<file path="config.mk">
export PLATFORM = sky130hd
export DESIGN_NAME = wos_cfg_regs
export DESIGN_NICKNAME = d
export VERILOG_FILES = /design/src/rtl/core/wos_pkg.sv /design/src/rtl/core/wos_cfg_regs.sv
export SDC_FILE = /design/constraint.sdc
export NUM_CORES = 1
export LEC_CHECK = 0
export ABC_AREA = 1
export BUFFER_PORTS_ARGS = -buffer_cell sky130_fd_sc_hd__buf_2
export CAP_MARGIN = 25
export CORE_ASPECT_RATIO = 1.75
export CORE_UTILIZATION = 30
export DETAILED_ROUTE_END_ITERATION = 8
export PLACE_DENSITY = 0.49
export SYNTH_ARGS = -nofsm -noshare
export SYNTH_HDL_FRONTEND = slang
export SYNTH_SLANG_ARGS = --single-unit
</file>
<file path="constraint.sdc">
create_clock -name clk_i -period 1.1 [get_ports clk_i]
set_clock_uncertainty 0.15 [all_clocks]
set_input_delay 0.11 -clock clk_i [delete_from_list [all_inputs] [get_ports clk_i]]
set_output_delay 0.11 -clock clk_i [all_outputs]
set_load 0.01 [all_outputs]
</file>
<file path="src/rtl/core/wos_pkg.sv">
// Shared types, constants and register codes of the wavetable oscillator.
package wos_pkg;

  // Default sizes of the wave store
  localparam int unsigned TableSizeDef = 2048;
  localparam int unsigned NumWavesDef  = 4;

  // Field widths
  localparam int unsigned SampleW   = 16;
  localparam int unsigned PhaseW    = 32;
  localparam int unsigned FreqW     = 32;
  localparam int unsigned AmpW      = 16;
  localparam int unsigned GainW     = 16;
  localparam int unsigned RateW     = 36;
  localparam int unsigned WaveSelW  = 2;
  localparam int unsigned TblIndexW = 11;
  localparam int unsigned CfgIndexW = 4;
  localparam int unsigned CfgDataW  = 36;
  localparam int unsigned InDataW   = 80;
  localparam int unsigned OutDataW  = 16;

  // Configuration register indexes
  localparam logic [CfgIndexW-1:0] RegWaveSelect  = 4'd0;
  localparam logic [CfgIndexW-1:0] RegOutputGain  = 4'd1;
  localparam logic [CfgIndexW-1:0] RegRateScale   = 4'd2;
  localparam logic [CfgIndexW-1:0] RegMaxFreq     = 4'd3;

  // Configuration reset values
  localparam logic [WaveSelW-1:0] WaveSelectRst = 2'd0;
  localparam logic [GainW-1:0]    OutputGainRst = 16'd16384;
  localparam logic [RateW-1:0]    RateScaleRst  = 36'd5864062015;
  localparam logic [FreqW-1:0]    MaxFreqRst    = 32'd1572864000;

  // Item kinds carried on tuser
  typedef enum logic {
    OP_SAMPLE = 1'b0,
    OP_WRITE  = 1'b1
  } op_e;

  // Configuration register set
  typedef struct packed {
    logic [WaveSelW-1:0] waveform_select;
    logic [GainW-1:0]    output_gain;
    logic [RateW-1:0]    rate_scale;
    logic [FreqW-1:0]    max_frequency;
  } cfg_t;

  // Input item payload; the first member is the most significant
  typedef struct packed {
    logic [SampleW-1:0]   table_value;
    logic [TblIndexW-1:0] table_index;
    logic [WaveSelW-1:0]  table_wave;
    logic [AmpW-1:0]      amplitude;
    logic [FreqW-1:0]     frequency;
  } in_data_t;

  localparam int unsigned InFieldsW = $bits(in_data_t);

endpackage

</file>
<file path="src/rtl/core/wos_cfg_regs.sv">
// Configuration register file of the wavetable oscillator.
module wos_cfg_regs (
  input  logic                          clk_i,
  input  logic                          rst_ni,
  input  logic                          cfg_valid_i,
  output logic                          cfg_ready_o,
  input  logic [wos_pkg::CfgIndexW-1:0] cfg_index_i,
  input  logic [wos_pkg::CfgDataW-1:0]  cfg_data_i,
  output wos_pkg::cfg_t                 cfg_o
);

  wos_pkg::cfg_t cfg_q, cfg_d;

  assign cfg_ready_o = 1'b1;
  assign cfg_o       = cfg_q;

  // Decode the register index of a write transfer; drop unknown indexes
  always_comb begin
    cfg_d = cfg_q;
    if (cfg_valid_i) begin
      case (cfg_index_i)
        wos_pkg::RegWaveSelect: cfg_d.waveform_select = cfg_data_i[wos_pkg::WaveSelW-1:0];
        wos_pkg::RegOutputGain: cfg_d.output_gain     = cfg_data_i[wos_pkg::GainW-1:0];
        wos_pkg::RegRateScale:  cfg_d.rate_scale      = cfg_data_i[wos_pkg::RateW-1:0];
        wos_pkg::RegMaxFreq:    cfg_d.max_frequency   = cfg_data_i[wos_pkg::FreqW-1:0];
        default:                cfg_d = cfg_q;
      endcase
    end
  end

  always_ff @(posedge clk_i or negedge rst_ni) begin
    if (!rst_ni) begin
      cfg_q.waveform_select <= wos_pkg::WaveSelectRst;
      cfg_q.output_gain     <= wos_pkg::OutputGainRst;
      cfg_q.rate_scale      <= wos_pkg::RateScaleRst;
      cfg_q.max_frequency   <= wos_pkg::MaxFreqRst;
    end else begin
      cfg_q <= cfg_d;
    end
  end

endmodule

</file>
Yosys cells after proc, flatten, opt, wreduce, memory -nomap -nowiden
Cells that the tools add are included. Widths: inputs -> output; s select.

Equality and inequality tests: 3. Reductions and logical operators: 5.

Operator list (number): $eq 4x2->1 const B (2); $reduce_and 2->1 (4); $eq 4x1->1 const B (1); $logic_not 4->1 (1).

Register bits: 86. Input port bits: 43. Output and inout port bits: 87. Word-level logic and storage cells: 12.

Logic depth before layout (Yosys ltp)
Depth in word-level cells: 2. Depth in mapped cells: 7. Depth with buffers taken out: 5.

Worst setup path before layout
No wires, ideal clock.

Path kind: in2reg. Start: in cfg_index_i[1] (netlist bit). End: reg cfg_q (netlist bit cfg_o[68]). Library setup time: 0.117 ns. Arrival time: 0.770 ns. Path slack: 0.063 ns. Cell stages on the path: 6. Buffers on the path: 2. Path through: buf_4 -> inv_2 -> nand3_2 -> buf_2 -> nand2_1 -> nand2_1.

Cells in the longest elaborated chain, start to end: 2.

Ends and longest elaborated chain: start: declaration (line wos_cfg_regs.sv:7) `input logic [wos_pkg::CfgIndexW-1:0] cfg_index_i,`; $eq 4x1->1 (line wos_cfg_regs.sv:21) `case (cfg_index_i)`; $reduce_and 2->1 (no line); end signal: assignment (line wos_cfg_regs.sv:38) `cfg_q <= cfg_d;`; end: declaration (line wos_cfg_regs.sv:12) `wos_pkg::cfg_t cfg_q, cfg_d;`.

No other way between the ends. A chain may end at the register's enable or synchronous reset.

Worst setup path after layout
Start: reg cfg_q (netlist bit cfg_o[82]). End: out cfg_o[82] (netlist bit).

RTL lines: end: declaration (line wos_cfg_regs.sv:9) `output wos_pkg::cfg_t cfg_o`.

No word-level cell between the ends.

==> flow_summary_export.csv <==
group,metric,value,unit
outcome,outcome,"finished with violations",
outcome,violations,"negative setup slack",
synth,synthArstFlopShare,100,%
power_and_ir_drop,ir_drop,0.856,mV
sta,fin_setup_tns,-5.23,ns
global_routing,grt_max_degree,47,
setup_path,critical_path_class,"flip-flop to output pin",
clock_network,cts_made_buffers,9,
place,portBuffers,128,
global_routing,antenna_found_initial,0,
setup_path,crit_fanout,2,
synth,ys_warn_count,0,
synth,synth_top_area_share,39.7,%
sta,finalCriticalPeriod,1.26,ns
global_routing,grt_pass1_vias,3660,
global_routing,grt_usage,19.4,%
place,place_area,0.00461,sq mm
place,dp_hpwl,8.10,mm
finish,n_antenna_cell,0,
power_and_ir_drop,power_density,1850,mW/mm^2
finish,drive_above_1_share,40.0,%
synth,postSynthAreaPerCell,9.30,sq um
synth,synthesis.area,0.00365,sq mm
job,cap_violations,0,
sta,fmax,797,MHz
sta,finalCritPeriodShare,114,%
sta,drv_slew,0,
floorplan,rows,53,
floorplan,die_area,0.0126,sq mm
detailed_routing,drtAntennaViolNets,0,
setup_path,start_kind,"flip-flop",
finish,final_area,0.00585,sq mm
floorplan,core,0.0119,sq mm
detailed_routing,routed_wl,11.9,mm
detailed_routing,drc_errors,0,
setup_path,cp.arrival,1.00,ns
sta,hold_ws,0.0854,ns
power_and_ir_drop,p_leak,3.08,nW
power_and_ir_drop,power,10.8,mW
detailed_routing,viasPerCell,4.83,
floorplan,io_pins,130,
place,gp_congestion,0.771,
setup_path,critical_path.n_buffers_inverters,1,
synth,ys_seq_area_share,59.9,%
synth,synth_edf_count,0,
clock_network,cts_root_buf,"clkbuf_16",
synth,synthesis.nets,436,
floorplan,die_x,85.4,microns
synth,syn-instance-count,393,
synth,ys.flop_type,"dfrtp_1",
global_routing,grt_pass1_wl,18.9,mm
sta,hold_viol,0,
finish,syn2layout_area_growth,60.0,%
worst_hold_path,hold_class,"input pin to flip-flop",
detailed_routing,dr.first_iter.drc_count,171,
detailed_routing,post_drt_wl_per_cell,16.0,microns
sta,layout_setup_ws,-0.155,ns
clock_network,cts_sinks,86,
clock_network,clkSlewWorstSetupHoldPaths,0.06,ns
synth,synth_common_cells,"nand2_1, nand4_1, dfrtp_1, dfstp_2, buf_2",
sta,rsz0062_at_grt,"yes",
setup_path,max_stage_delay,0.55,ns
clock_network,htreeDepth,3,
sta,setup_viol_count_final,85,
clock_network,clkLatencyLatePin,0.34,ns
synth,synth-seq-cells,86,
setup_path,cpMaxStageDelayCell,"dfstp_2",
setup_path,path_cells,"buf_6",
synth,yosysMostFrequentCell,"nand2_1",
clock_network,tritoncts,"yes",
finish,largest_register_ff_count,86,
detailed_routing,drtPass1Iterations,6,
floorplan,start_util,30.6,%
synth,synth_area_leader_cell,"dfrtp_1",
setup_path,critPathTopFamily,"flip-flops",
clock_network,clock_path_buffers,2,
global_routing,grt-ovfl-total,0,
synth,synth.distinct_cells,18,
floorplan,die_h,148,microns
synth,yosys-top-cells-area,"dfrtp_1, dfstp_2, nand2_1",
finish,fin_nets,643,
detailed_routing,vias,3586,
setup_path,required,0.84,ns
setup_path,end_kind,"output pin",
-- report_power, final --
part | internal (mW) | leakage [nW] | switching [mW] | total (mW)
clock network | 2.22 | 0.159 | 1.29 | 3.51
registers | 3.97 | 1.03 | 0.437 | 4.40
logic | 1.58 | 1.89 | 1.34 | 2.92
-- final cells by class --
cell class | instances | area (sq um)
Tap cell | 137 | 171
Timing Repair Buffer | 230 | 1870
Fill cell | 1165 | 6090
Clock inverter | 6 | 110
Inverter | 5 | 21.3
Multi-Input combinational cell | 268 | 1250
Clock buffer | 10 | 229
Sequential cell | 86 | 2190
-- kinds of logic (layout without fill, tap and decap cells) --
kind of cell	Yosys count	in the layout	synth area share, %
flops	86	86	59.9
simple gates	267	267	34.2
other cells	1	1	0.103
buf+inv	39	251	5.82
-- cells in the final DEF, fill, tap and decap left out --
cell type      netlist  routed
dlygate4sd3_1        0      38
nand4_1             86      86
nor2_4               1       1
buf_4                8      56
conb_1               1       1
nand2_2              1       1
dfstp_2             28      28
nor2_1               2       2
nand3_1              2       2
buf_6                1      41
bufinv_16            0       3
clkbuf_16            0       9
buf_2               21      86
inv_4                1       1
nand3_4              1       1
buf_12               0       9
nand3_2              1       1
dfrtp_1             58      58
clkinv_2             0       1
inv_1                2       2
clkbuf_1             4       1
nand2_1            173     173
inv_2                2       2
clkinvlp_4           0       2
-- path summary, 6_finish.rpt --
| check | slack (ns) | to | cells after the start | startpoint |
|---|---|---|---|---|
| worst max register to register | 0.06 | cfg_o[32] | 4 | cfg_o[32] |
| worst min register to register | 0.32 | cfg_o[21] | 2 | cfg_o[21] |
| min in group asynchronous | 0.14 | cfg_o[70] | 3 | rst_ni |
| worst min-delay path | 0.09 | cfg_o[26] | 4 | cfg_index_i[1] |
| worst max-delay path | -0.16 | cfg_o[82] | 1 | cfg_o[82] |
| max in group asynchronous | 0.36 | cfg_o[50] | 3 | rst_ni |
-- metrics by stage --
step                      setup WS, ns  utilization [%]  cells
after floorplan                 0.0631                -    393
final                           -0.155             49.0    742
after global placement         -0.0983             38.6    653
after CTS                       -0.171             47.9    729
after detailed placement       -0.0901             38.6    653
after global routing            -0.187             49.0    742
-- layer usage --
metal	vias to the layer above	global-route usage (%)	wire (microns)
li1	1751	-	-
met1	1703	23.4	4820
met2	108	33.4	6260
met3	24	3.74	487
met4	0	8.25	325
met5	-	0	0
-- what timing repair did --
item / 4_1_cts / 5_1_grt
resized for setup: 41 / 5
endpoints found under the hold margin: 172 / 0
setup buffers: 22 / 13
endpoints found under the setup margin: 86 / 86
hold buffers: 38 / 0
Power figures use the tool's default switching activity.
